## src/rtl/base64_text_validator_defines.svh

```systemverilog
// Assertion macros used by the top file of this block.
`ifndef BASE64_TEXT_VALIDATOR_DEFINES_SVH
`define BASE64_TEXT_VALIDATOR_DEFINES_SVH

// Checked on every clock edge outside reset.
`define B64V_ASSERT(label, prop, msg) \
    label: assert property (@(posedge i_clk) disable iff (!i_rst_n) prop) \
        else $error(msg);

// Checked on every clock edge, reset included.
`define B64V_ASSERT_ALL(label, prop, msg) \
    label: assert property (@(posedge i_clk) prop) \
        else $error(msg);

`endif

```

## src/rtl/b64v_pkg.sv

```systemverilog
package b64v_pkg;

    localparam int unsigned MAX_TEXT_LEN_DEF = 65535;
    localparam int unsigned MID_DEPTH = 2;
    localparam int unsigned OUT_DEPTH = 2;

    localparam logic [1:0] REG_LEN_EN = 2'd0;
    localparam logic [1:0] REG_MIN    = 2'd1;
    localparam logic [1:0] REG_MAX    = 2'd2;

    typedef enum logic [2:0] {
        ST_OK    = 3'd0,
        ST_BAD   = 3'd1,
        ST_COUNT = 3'd2,
        ST_RANGE = 3'd3,
        ST_LONG  = 3'd4
    } t_status;

    typedef struct packed {
        logic [7:0] text_byte;
        logic       last_byte;
        logic       empty_value;
    } t_in_item;

    typedef struct packed {
        t_status     status;
        logic [15:0] decoded_octets;
        logic [15:0] trim_start;
        logic [15:0] trim_end;
        logic [15:0] bad_offset;
    } t_result;

    typedef struct packed {
        logic ws;
        logic dat;
        logic eq;
        logic nl;
        logic last;
        logic empty;
    } t_cls;

    typedef struct packed {
        logic        too_long;
        logic        err;
        logic [15:0] ts;
        logic [15:0] te;
        logic [15:0] bad;
        logic [1:0]  pad;
    } t_sum;

    typedef struct packed {
        logic        len_en;
        logic [15:0] min_octets;
        logic [15:0] max_octets;
    } t_cfg;

endpackage

```

## src/rtl/b64v_queue.sv

```systemverilog
module b64v_queue #(
    parameter int unsigned W     = 8,
    parameter int unsigned DEPTH = 2
) (
    input  logic         i_clk,
    input  logic         i_rst_n,
    input  logic         i_push,
    input  logic [W-1:0] i_data,
    output logic         o_full,
    input  logic         i_pop,
    output logic [W-1:0] o_data,
    output logic         o_empty
);

    localparam int unsigned AW = (DEPTH > 1) ? $clog2(DEPTH) : 1;
    localparam int unsigned CW = $clog2(DEPTH + 1);

    logic [W-1:0]  r_mem [DEPTH];
    logic [AW-1:0] r_wptr, n_wptr;
    logic [AW-1:0] r_rptr, n_rptr;
    logic [CW-1:0] r_count, n_count;
    logic          do_push, do_pop;

    function automatic logic [AW-1:0] bump(input logic [AW-1:0] p);
        return (p == AW'(DEPTH - 1)) ? '0 : p + 1'b1;
    endfunction

    assign o_full  = (r_count == CW'(DEPTH));
    assign o_empty = (r_count == '0);
    assign do_push = i_push && !o_full;
    assign do_pop  = i_pop && !o_empty;
    assign o_data  = r_mem[r_rptr];

    always_comb begin
        n_wptr  = do_push ? bump(r_wptr) : r_wptr;
        n_rptr  = do_pop ? bump(r_rptr) : r_rptr;
        n_count = r_count;
        if (do_push && !do_pop) begin
            n_count = r_count + 1'b1;
        end else if (do_pop && !do_push) begin
            n_count = r_count - 1'b1;
        end
    end

    always_ff @(posedge i_clk) begin
        if (!i_rst_n) begin
            r_wptr  <= '0;
            r_rptr  <= '0;
            r_count <= '0;
        end else begin
            r_wptr  <= n_wptr;
            r_rptr  <= n_rptr;
            r_count <= n_count;
        end
    end

    always_ff @(posedge i_clk) begin
        if (do_push) begin
            r_mem[r_wptr] <= i_data;
        end
    end

endmodule

```

## src/rtl/b64v_front.sv

```systemverilog
module b64v_front import b64v_pkg::*; (
    input  logic     i_clk,
    input  logic     i_rst_n,
    input  logic     i_push,
    input  t_in_item i_item,
    output logic     o_full,
    input  logic     i_take,
    output t_cls     o_cls,
    output logic     o_valid
);

    localparam int unsigned CLS_W = $bits(t_cls);

    t_cls             cls;
    logic [CLS_W-1:0] q_data;
    logic             q_empty;

    function automatic logic is_space(input logic [7:0] c);
        return c inside {8'h20, [8'h09:8'h0D]};
    endfunction

    function automatic logic is_data(input logic [7:0] c);
        return c inside {[8'h41:8'h5A], [8'h61:8'h7A], [8'h30:8'h39], 8'h2B, 8'h2F};
    endfunction

    always_comb begin
        cls.ws    = is_space(i_item.text_byte);
        cls.dat   = is_data(i_item.text_byte);
        cls.eq    = (i_item.text_byte == 8'h3D);
        cls.nl    = (i_item.text_byte == 8'h0A);
        cls.last  = i_item.last_byte;
        cls.empty = i_item.empty_value;
    end

    b64v_queue #(
        .W     (CLS_W),
        .DEPTH (MID_DEPTH)
    ) u_mid_q (
        .i_clk   (i_clk),
        .i_rst_n (i_rst_n),
        .i_push  (i_push),
        .i_data  (cls),
        .o_full  (o_full),
        .i_pop   (i_take),
        .o_data  (q_data),
        .o_empty (q_empty)
    );

    assign o_cls   = t_cls'(q_data);
    assign o_valid = !q_empty;

endmodule

```

## src/rtl/b64v_scan.sv

```systemverilog
module b64v_scan import b64v_pkg::*; #(
    parameter int unsigned MAX_TEXT_LEN = MAX_TEXT_LEN_DEF,
    localparam int unsigned POS_W = $clog2(MAX_TEXT_LEN + 2),
    localparam int unsigned TOT_W = POS_W + 1
) (
    input  logic             i_clk,
    input  logic             i_rst_n,
    input  logic             i_valid,
    input  t_cls             i_cls,
    output logic             o_take,
    output logic             o_sum_valid,
    output t_sum             o_sum,
    output logic [TOT_W-1:0] o_total,
    input  logic             i_sum_take
);

    typedef enum logic [3:0] {
        PH_LEAD = 4'b0001,
        PH_DATA = 4'b0010,
        PH_PAD  = 4'b0100,
        PH_STOP = 4'b1000
    } t_phase;

    t_phase           r_phase, n_phase, eff;
    logic [POS_W-1:0] r_data, n_data;
    logic [1:0]       r_pad, n_pad;
    logic [POS_W-1:0] r_pos, n_pos;
    logic [15:0]      r_first, n_first;
    logic [15:0]      r_last, n_last;
    logic             r_err, n_err;
    logic [15:0]      r_erro, n_erro;
    logic             r_sum_valid;
    t_sum             r_sum, sum;
    logic [TOT_W-1:0] r_total, total;
    logic             fin, stop;

    always_comb begin
        n_phase = r_phase;
        n_data  = r_data;
        n_pad   = r_pad;
        n_pos   = r_pos;
        n_first = r_first;
        n_last  = r_last;
        n_err   = r_err;
        n_erro  = r_erro;
        eff     = r_phase;
        stop    = 1'b0;
        fin     = i_cls.last || i_cls.empty;
        o_take  = i_valid && (!fin || !r_sum_valid || i_sum_take);
        if (!i_cls.empty) begin
            if (r_pos >= POS_W'(MAX_TEXT_LEN)) begin
                n_pos = POS_W'(MAX_TEXT_LEN + 1);
            end else begin
                n_pos = r_pos + 1'b1;
                if (!i_cls.ws) begin
                    n_last = 16'(r_pos) + 16'd1;
                end
                if (r_phase == PH_LEAD && !i_cls.ws) begin
                    n_first = 16'(r_pos);
                    eff     = PH_DATA;
                    n_phase = PH_DATA;
                end
                case (eff)
                    PH_DATA: begin
                        if (i_cls.dat) begin
                            n_data = r_data + 1'b1;
                        end else if (i_cls.eq) begin
                            n_phase = PH_PAD;
                            n_pad   = 2'd1;
                        end else if (!i_cls.nl) begin
                            stop = 1'b1;
                        end
                    end
                    PH_PAD: begin
                        if (i_cls.eq && r_pad < 2'd2) begin
                            n_pad = r_pad + 2'd1;
                        end else if (!(i_cls.nl && r_pad < 2'd2)) begin
                            stop = 1'b1;
                        end
                    end
                    PH_STOP: begin
                        if (!i_cls.ws) begin
                            n_err = 1'b1;
                        end
                    end
                    default: begin
                    end
                endcase
                if (stop) begin
                    n_phase = PH_STOP;
                    n_erro  = 16'(r_pos);
                    if (!i_cls.ws) begin
                        n_err = 1'b1;
                    end
                end
            end
        end
        sum.too_long = (n_pos > POS_W'(MAX_TEXT_LEN));
        sum.err      = n_err;
        sum.ts       = (n_phase == PH_LEAD) ? 16'(n_pos) : n_first;
        sum.te       = (n_phase == PH_LEAD) ? 16'(n_pos) : n_last;
        sum.bad      = n_erro;
        sum.pad      = n_pad;
        total        = TOT_W'(n_data) + TOT_W'(n_pad);
    end

    always_ff @(posedge i_clk) begin
        if (!i_rst_n) begin
            r_phase     <= PH_LEAD;
            r_data      <= '0;
            r_pad       <= '0;
            r_pos       <= '0;
            r_first     <= '0;
            r_last      <= '0;
            r_err       <= 1'b0;
            r_erro      <= '0;
            r_sum_valid <= 1'b0;
        end else begin
            if (o_take) begin
                if (fin) begin
                    r_phase <= PH_LEAD;
                    r_data  <= '0;
                    r_pad   <= '0;
                    r_pos   <= '0;
                    r_first <= '0;
                    r_last  <= '0;
                    r_err   <= 1'b0;
                    r_erro  <= '0;
                end else begin
                    r_phase <= n_phase;
                    r_data  <= n_data;
                    r_pad   <= n_pad;
                    r_pos   <= n_pos;
                    r_first <= n_first;
                    r_last  <= n_last;
                    r_err   <= n_err;
                    r_erro  <= n_erro;
                end
            end
            if (o_take && fin) begin
                r_sum_valid <= 1'b1;
            end else if (i_sum_take) begin
                r_sum_valid <= 1'b0;
            end
        end
    end

    always_ff @(posedge i_clk) begin
        if (o_take && fin) begin
            r_sum   <= sum;
            r_total <= total;
        end
    end

    assign o_sum_valid = r_sum_valid;
    assign o_sum       = r_sum;
    assign o_total     = r_total;

endmodule

```

## src/rtl/b64v_finish.sv

```systemverilog
module b64v_finish import b64v_pkg::*; #(
    parameter int unsigned MAX_TEXT_LEN = MAX_TEXT_LEN_DEF,
    localparam int unsigned TOT_W = $clog2(MAX_TEXT_LEN + 2) + 1
) (
    input  t_cfg             i_cfg,
    input  logic             i_valid,
    input  t_sum             i_sum,
    input  logic [TOT_W-1:0] i_total,
    input  logic             i_full,
    output logic             o_take,
    output logic             o_push,
    output t_result          o_result
);

    localparam int unsigned CW = (TOT_W + 1 > 17) ? TOT_W + 1 : 17;

    logic [CW-1:0] quads, dec;
    logic          out_of_range;

    always_comb begin
        quads        = CW'(i_total >> 2);
        dec          = (quads << 1) + quads - CW'(i_sum.pad);
        out_of_range = i_cfg.len_en && (dec < CW'(i_cfg.min_octets) ||
                                        dec > CW'(i_cfg.max_octets));
        if (i_sum.too_long) begin
            o_result.status = ST_LONG;
        end else if (i_sum.err) begin
            o_result.status = ST_BAD;
        end else if (i_total[1:0] != 2'd0) begin
            o_result.status = ST_COUNT;
        end else if (out_of_range) begin
            o_result.status = ST_RANGE;
        end else begin
            o_result.status = ST_OK;
        end
        if (o_result.status == ST_OK || o_result.status == ST_RANGE) begin
            o_result.decoded_octets = (dec > CW'(16'hFFFF)) ? 16'hFFFF : dec[15:0];
        end else begin
            o_result.decoded_octets = '0;
        end
        o_result.trim_start = i_sum.too_long ? '0 : i_sum.ts;
        o_result.trim_end   = i_sum.too_long ? '0 : i_sum.te;
        o_result.bad_offset = (o_result.status == ST_BAD) ? i_sum.bad : '0;
    end

    assign o_push = i_valid && !i_full;
    assign o_take = o_push;

endmodule

```

## src/rtl/base64_text_validator.sv

```systemverilog
// Checks a text value, one byte per beat with a last-byte mark, as base64 text and gives one
// result beat per value: status, decoded length, trimmed offsets and the first bad offset.
// The scanner updates its phase and counters once per byte, and a result passes through the
// byte queue and the scanner's summary register before it reaches the result queue. It
// sustains one input beat per clock, and takes input while results wait to be popped, until
// the two-entry byte queue fills behind a scanner held up by a full result queue. Registers
// sit at byte addresses 0 (length check enable), 4 (minimum octets) and 8 (maximum octets).
`include "base64_text_validator_defines.svh"

module base64_text_validator import b64v_pkg::*; #(
    parameter int unsigned MAX_TEXT_LEN = MAX_TEXT_LEN_DEF,
    localparam int unsigned TOT_W = $clog2(MAX_TEXT_LEN + 2) + 1
) (
    input  logic        i_clk,
    input  logic        i_rst_n,
    input  logic        push,
    input  t_in_item    i_item,
    output logic        full,
    output logic        empty,
    input  logic        pop,
    output t_result     o_result,
    input  logic        psel,
    input  logic        penable,
    input  logic        pwrite,
    input  logic [3:0]  paddr,
    input  logic [31:0] pwdata,
    output logic [31:0] prdata,
    output logic        pready
);

    localparam int unsigned RES_W = $bits(t_result);

    t_cfg             r_cfg;
    logic             cfg_wr;
    t_cls             cls;
    logic             cls_valid, cls_take;
    t_sum             sum;
    logic             sum_valid, sum_take;
    logic [TOT_W-1:0] total;
    logic             res_push, res_full;
    t_result          res;
    logic [RES_W-1:0] out_data;

    assign pready = 1'b1;
    assign cfg_wr = psel && penable && pwrite;

    always_ff @(posedge i_clk) begin
        if (!i_rst_n) begin
            r_cfg.len_en     <= 1'b0;
            r_cfg.min_octets <= 16'h0000;
            r_cfg.max_octets <= 16'hFFFF;
        end else if (cfg_wr) begin
            case (paddr[3:2])
                REG_LEN_EN: r_cfg.len_en     <= pwdata[0];
                REG_MIN:    r_cfg.min_octets <= pwdata[15:0];
                REG_MAX:    r_cfg.max_octets <= pwdata[15:0];
                default: begin
                end
            endcase
        end
    end

    always_comb begin
        case (paddr[3:2])
            REG_LEN_EN: prdata = {31'd0, r_cfg.len_en};
            REG_MIN:    prdata = {16'd0, r_cfg.min_octets};
            REG_MAX:    prdata = {16'd0, r_cfg.max_octets};
            default:    prdata = '0;
        endcase
    end

    b64v_front u_front (
        .i_clk   (i_clk),
        .i_rst_n (i_rst_n),
        .i_push  (push),
        .i_item  (i_item),
        .o_full  (full),
        .i_take  (cls_take),
        .o_cls   (cls),
        .o_valid (cls_valid)
    );

    b64v_scan #(
        .MAX_TEXT_LEN (MAX_TEXT_LEN)
    ) u_scan (
        .i_clk       (i_clk),
        .i_rst_n     (i_rst_n),
        .i_valid     (cls_valid),
        .i_cls       (cls),
        .o_take      (cls_take),
        .o_sum_valid (sum_valid),
        .o_sum       (sum),
        .o_total     (total),
        .i_sum_take  (sum_take)
    );

    b64v_finish #(
        .MAX_TEXT_LEN (MAX_TEXT_LEN)
    ) u_finish (
        .i_cfg    (r_cfg),
        .i_valid  (sum_valid),
        .i_sum    (sum),
        .i_total  (total),
        .i_full   (res_full),
        .o_take   (sum_take),
        .o_push   (res_push),
        .o_result (res)
    );

    b64v_queue #(
        .W     (RES_W),
        .DEPTH (OUT_DEPTH)
    ) u_out_q (
        .i_clk   (i_clk),
        .i_rst_n (i_rst_n),
        .i_push  (res_push),
        .i_data  (res),
        .o_full  (res_full),
        .i_pop   (pop),
        .o_data  (out_data),
        .o_empty (empty)
    );

    assign o_result = t_result'(out_data);

    `B64V_ASSERT_ALL(a_rst_empty, !i_rst_n |=> empty, "Result queue not empty after reset.")
    `B64V_ASSERT(a_long_zero, !empty && o_result.status == ST_LONG |-> o_result.decoded_octets == '0 && o_result.trim_start == '0 && o_result.trim_end == '0, "Too-long result carries nonzero fields.")
    `B64V_ASSERT(a_bad_zero, !empty && o_result.status != ST_BAD |-> o_result.bad_offset == '0, "Bad offset given without a bad character.")
    `B64V_ASSERT(a_cfg_min, cfg_wr && paddr[3:2] == REG_MIN |=> r_cfg.min_octets == $past(pwdata[15:0]), "Minimum octets register write lost.")

endmodule

```

## config.mk

```make
export PLATFORM = sky130hd
export DESIGN_NAME = base64_text_validator
export DESIGN_NICKNAME = d
export VERILOG_FILES = /design/src/rtl/b64v_pkg.sv /design/src/rtl/b64v_queue.sv /design/src/rtl/b64v_front.sv /design/src/rtl/b64v_scan.sv /design/src/rtl/b64v_finish.sv /design/src/rtl/base64_text_validator.sv
export VERILOG_INCLUDE_DIRS = /design/src /design/src/rtl
export SDC_FILE = /design/constraint.sdc
export NUM_CORES = 1
export LEC_CHECK = 0
export ABC_AREA = 1
export BUFFER_PORTS_ARGS = -buffer_cell sky130_fd_sc_hd__buf_2
export CAP_MARGIN = 20
export CORE_ASPECT_RATIO = 0.6
export CORE_MARGIN = 5
export CORE_UTILIZATION = 55
export DETAILED_ROUTE_END_ITERATION = 8
export GPL_ROUTABILITY_DRIVEN = 0
export PLACE_DENSITY_LB_ADDON = 0.2
export SYNTH_ARGS = -nofsm -noshare
export SYNTH_HDL_FRONTEND = slang
export SYNTH_SLANG_ARGS = --single-unit
```

## constraint.sdc

```tcl
create_clock -name i_clk -period 11.9 [get_ports i_clk]
set_input_delay 0 -clock i_clk [delete_from_list [all_inputs] [get_ports i_clk]]
set_output_delay 0 -clock i_clk [all_outputs]
set_load 0.01 [all_outputs]
```

=== Word-level counts from Yosys, hierarchy flattened ===
Memories as Yosys holds them, arrays and structs flattened. A register that Yosys moved wholly into a read port is not among the register bits.
Cells that the tools add are included.

* Add/sub/neg operators: 15
* Multiply operators: 0
* Divide/modulo/power cells: 0
* Magnitude comparators: 14
* Equal/unequal tests: 16
* Shifts and indexed selects: 0
* Multiplexer cells: 82
* Bitwise logic cells: 0
* Reduce and logical (&&, ||, !) cells: 50

{| class="wikitable"
|+ Operator list
! kind !! count
|-
| two-way mux 16 bit || 19
|-
| two-way mux 17 bit || 8
|-
| case mux 16 bit (3 select lines) || 1
|-
| two-way mux 4 bit || 10
|-
| adder 17 x 1 -> 17 bit, second input constant || 2
|-
| == test 8 x 6 -> 1 bit, second input constant || 4
|-
| two-way mux 1 bit || 28
|-
| two-way mux 2 bit || 11
|-
| logical AND 1 bit || 21
|-
| greater-than comparator 19 x 16 -> 1 bit || 1
|-
| greater-than comparator 19 x 16 -> 1 bit, second input constant || 1
|-
| < comparator 19 x 16 -> 1 bit || 1
|-
| subtractor 19 x 2 -> 19 bit || 1
|-
| adder 17 x 16 -> 18 bit || 1
|-
| adder 17 x 2 -> 18 bit || 1
|-
| >= comparator 17 x 16 -> 1 bit, second input constant || 1
|-
| greater-than comparator 17 x 16 -> 1 bit, second input constant || 1
|-
| adder 16 x 1 -> 16 bit, second input constant || 1
|-
| >= comparator 8 x 7 -> 1 bit, second input constant || 2
|-
| <= comparator 8 x 7 -> 1 bit, second input constant || 2
|-
| zero test 1 bit || 11
|-
| nonzero test 2 bit || 5
|-
| two-way mux 3 bit || 3
|-
| == test 4 x 1 -> 1 bit, second input constant || 2
|-
| 23 further kinds || 39
|}

* Register bits after elaboration: 201
* Latch bits: 0
* RAM bits: 146
* ROM bits: 0
* Input bits: 53
* Output and inout port bits: 102
* Word-level logic and storage cells: 204
* Memories: 2

{| class="wikitable"
|+ Memories
! name !! words !! width !! rd ports !! clocked after memory_dff !! write ports !! RTL line !! RTL
|-
| u_out_q.r_mem || 2 || 67 || 1 || 1 || 1 || b64v_queue.sv:18 || <nowiki>logic [W-1:0] r_mem [DEPTH];</nowiki>
|-
| u_front.u_mid_q.r_mem || 2 || 6 || 1 || 1 || 1 || b64v_queue.sv:18 ||
|}

=== Longest topological paths before layout ===
* Depth in word-level cells: 14
* Gate-level depth with buffers: 29
* Gate-level depth less buffers: 29

=== Modules after synthesis ===
From an unflattened synthesis, not the netlist that was laid out.

* Cells, all modules: 2,125
* Area, all modules: 18,396.4 um2

{| class="wikitable"
|+ By module, submodules not included
! module !! instances !! cells each !! area an instance (um2) !! sequential area each (um2)
|-
| b64v_scan || 1 || 1,021 || 7,987.7 || 3,903.7
|-
| b64v_queue (u_out_q) || 1 || 246 || 5,188.7 || 4,124.0
|-
| b64v_finish || 1 || 508 || 2,722.6 || 0.0
|-
| base64_text_validator || 1 || 259 || 1,666.6 || 660.6
|-
| b64v_queue (u_front.u_mid_q) || 1 || 57 || 680.7 || 460.4
|-
| b64v_front || 1 || 34 || 150.1 || 0.0
|}

=== Worst setup path after synthesis ===
OpenSTA, ideal clock, no wires.

* Path kind: reg2reg
* Start: register with a tool-made name
* End: register u_scan.r_err
* Library setup time: 0.119 ns
* Arrival time: 4.541 ns
* Required time: 11.781 ns
* Path slack: 7.240 ns
* Cell stages (with the launch flop): 9
* Buffers on the path: 0
* Period minus slack after synthesis: 4.660 ns
* Cell sequence: dfxtp_1 inv_2 o21a_4 nor2_1 o21ai_1 nor2_1 nor2_1 o21ai_0 nor2_1

{| class="wikitable"
|+ RTL lines
! element !! RTL line !! RTL
|-
| end signal: assignment || b64v_scan.sv:136 || <nowiki>r_err <= n_err;</nowiki>
|-
| end: declaration || b64v_scan.sv:30 || <nowiki>logic r_err, n_err;</nowiki>
|}

==> results by group <==
Floorplan
  – Die X: approximately 240 um
  – Row Count: 50
  – Total core area: between 30000 and 40000 sq um
  – Die height: roughly 150 um
  – Boundary Pins: roughly 160
  – Starting Density: a little under three fifths
  – Die Area: 35710 sq um

Routing
  – Avg WL per Cell: about 16 um
  – Drt drc: 0
  – Vias per cell: approximately 5.4
  – Final WL: between 40000 and 50000 um
  – DR vias: between 10000 and 15000
  – Final ANT Viol Nets: 0
  – Router iterations before antenna repair: 6
  – DRT iter0 DRCs: between 1000 and 1500

Timing
  – Final WS setup: a little under 7 ns
  – Hold Fails Final Rpt: 0
  – Final min period: ~5.0 ns
  – Setup TNS: 0 ns
  – RSZ-0062 raised after global routing: no
  – Fin Hold WS: 0.05325 ns
  – Setup Skew: ~0.020 ns
  – FMAX: between 150 and 200 MHz
  – Pins Over Slew Limit: 0
  – Worst-Margin Slew: around 1.1 ns
  – # setup viols final: 0
  – Slew Limit Headroom: between 20 and 30%
  – Final period util: 42.39%

Setup path
  – Worst Setup Start Kind: flip-flop
  – WS Path Type: flip-flop to flip-flop
  – Crit path max fanout: 33
  – Data arrival, critical path: about 5.4 ns
  – Worst r2r path cells: 18
  – Reg-to-reg critical path startpoint: u_scan.r_pos[0]
  – Crit path launch: u_scan.r_pos[0]
  – WP data required: between 10 and 15 ns
  – Worst setup EP type: flip-flop

Clock tree
  – Worst skew pair latency: about 0.53 ns
  – Clock Tree Root: clkbuf_16
  – PostCTS Resize Cnt: 0
  – Worst-path clk slew: 0.06 ns
  – Num Clock Sinks: between 300 and 400
  – CTS Buffer Depth: 3
  – Clock tree from TritonCTS: yes
  – Clock buffer count from CTS: 35
  – H-tree depth: 2

Global routing
  – First-pass GRT wire length: 66340 um
  – GR Util met1: a little over a third
  – GRT overflow: 0
  – Tot GR Track Use: 22.99%
  – Met3 GRT Util: ~4.0%
  – Vias in the first global route: 12710
  – Initial antenna violation count: 0
  – Busiest grt layer: met1
  – Met2 Use GR: 33.14%
  – Largest net degree at the start of global routing: between 90 and 100

Synth
  – Synth area leader: edfxtp_1
  – Count leader, synth: nand2_1
  – Unique masters post-synth: 52
  – Synth cell count leaders: nand2_1 (567), inv_1 (240), edfxtp_1 (216)
  – Synth Cell Area: about 18000 sq um
  – Yosys warns: 0
  – Synth Area per Inst: ~8.8 sq um
  – Post-synth EDFFs: around 220
  – Seq/Total Area, Yosys: a little over half
  – Mapped Cells: approximately 2000
  – Fraction of registers with async set or reset after synthesis: 0%
  – Top_reg_cell synth: edfxtp_1
  – Largest cells by area after synthesis: edfxtp_1 (37%), dfxtp_1 (15%), nand2_1 (12%), inv_1 (5.1%), mux2_2 (4.4%)
  – Post-synth top area share: 36.94%
  – FF+latch count, synth: 349

Place
  – DP Wirelength: 28500 um
  – Placed Cells: about 2500
  – Pre-CTS WS: around 7.0 ns
  – I/O Buffers: 119
  – Area after DPL: about 18000 sq um

Pwr
  – Worst VDD drop: 0.1131 mV
  – Power, Total: just under 5 mW
  – PD cells: around 240 nW/um^2
  – Static Leakage: 8.328 nW

Min path
  – Worst min-delay path class: primary input to flip-flop
  – Min-delay src: push
  – Worst hold stages: 5

Finish
  – # fillers: between 2000 and 3000
  – # diodes: 0
  – FF+latch area: around 9200 sq um
  – Nets: approximately 2200
  – Fraction of layout cells with a size suffix above 1: between 10% and 20%
  – Layout area overhead: 14.00%
  – Finished Layout Cells: about 2600
  – Area occupied by multi-input gates: 7166 sq um
  – Util after Layout: around 64%
  – Final instance area: about 20000 sq um

Run status
  – Outcome: finished, final reports clean

Job
  – Max-cap violation count: 0
kinds of logic (layout without fill, tap and decap cells):
kind of cell | count (synthesis) | count (layout) | share of synthesized area (%)
fa+ha+maj | 60 | 60 | 4.404
flops | 349 | 349 | 52.11
buf+inv | 334 | 482 | 7.604
other cells | 2 | 17 | 0.04278
mux | 69 | 69 | 4.426
xor+xnor | 45 | 45 | 2.373
simple gates | 826 | 826 | 19.35
compound gates | 314 | 314 | 9.692
state kept, by name (all words and copies together) (netlist names), named ones only:
signal	count
u_scan.r_phase	4
u_scan.r_pos	17
u_scan.r_err	1
r_cfg	33
u_out_q.r_mem	134
u_scan.r_last	16
u_scan.o_total	18
u_scan.o_sum_valid	1
u_scan.r_data	17
u_scan.o_sum	52
u_scan.r_pad	2
u_front.u_mid_q.r_rptr	1
u_out_q.r_rptr	1
u_front.u_mid_q.r_wptr	1
u_front.u_mid_q.r_count	2
u_scan.r_erro	16
u_front.u_mid_q.r_mem	12
u_out_q.r_count	2
u_out_q.r_wptr	1
u_scan.r_first	16
cells in the final DEF (no fill, tap or decap), types with 11 or more instances in the layout:
cell,count
nand2_1,567
inv_1,238
edfxtp_1,216
a21oi_1,139
nor2_1,136
dfxtp_1,132
buf_2,119
o21ai_0,99
mux2_2,69
nand3_1,59
ha_1,57
dlygate4sd3_1,42
xor2_1,37
clkbuf_16,36
o22ai_1,29
o211ai_1,18
conb_1,17
o21ai_1,14
clkbuf_1,14
nand4_1,12
nor3_1,11
worst max-delay path, stage by stage, from the launching register on:
cell and delay (ns):
dfxtp_1 0.45, ha_1 0.23, nand3_1 0.13, nor2_1 0.11, nand2_1 0.14, nor3_1 0.18
inv_1 0.11, nor2_1 0.15, inv_1 0.08, nor3_1 0.25, ha_1 0.27, nor3_4 0.06
nand2_4 0.37, inv_2 0.22, a31oi_1 0.31, nand3_2 0.70, inv_2 0.64, nand2_1 0.23
nand2_1 0.21
routing by layer:
layer  vias up  wire length (um)
met5         -                 0
met2       470             17430
met1      6531             20380
met3        65              3286
li1       6827                 -
met4         0               799
area by class of cell:
| class | instances | area share, % |
|---|---|---|
| clock inverters | 10 | 0.6251 |
| repair buffers | 171 | 5.589 |
| multi-input cells | 1331 | 35.80 |
| inverters | 247 | 4.632 |
| flip-flops and latches | 349 | 45.71 |
| well taps | 416 | 2.600 |
| clock buffers | 54 | 5.038 |
report_power, final:
group | internal, mW | switching, mW
Sequential | 1.61 | 0.0841
Clock | 0.634 | 0.461
Combinational | 0.631 | 1.44
Total | 2.87 | 1.99
timing repair:
| action | 4_1_cts | 5_1_grt |
|---|---|---|
| setup endpoints to repair | 0 | 0 |
| hold buffers | 42 | 0 |
| setup buffers | 0 | 0 |
| hold endpoints to repair | 47 | 0 |
worst paths after layout:
path                                                to  slack, ns
worst max-delay path                  u_scan.o_sum[35]       6.86
worst min register to register               flip-flop       0.46
worst max register to register        u_scan.o_sum[35]       6.86
worst min-delay path            u_front.u_mid_q.r_wptr       0.05
Note: power is estimated with default switching activity, not from simulation.
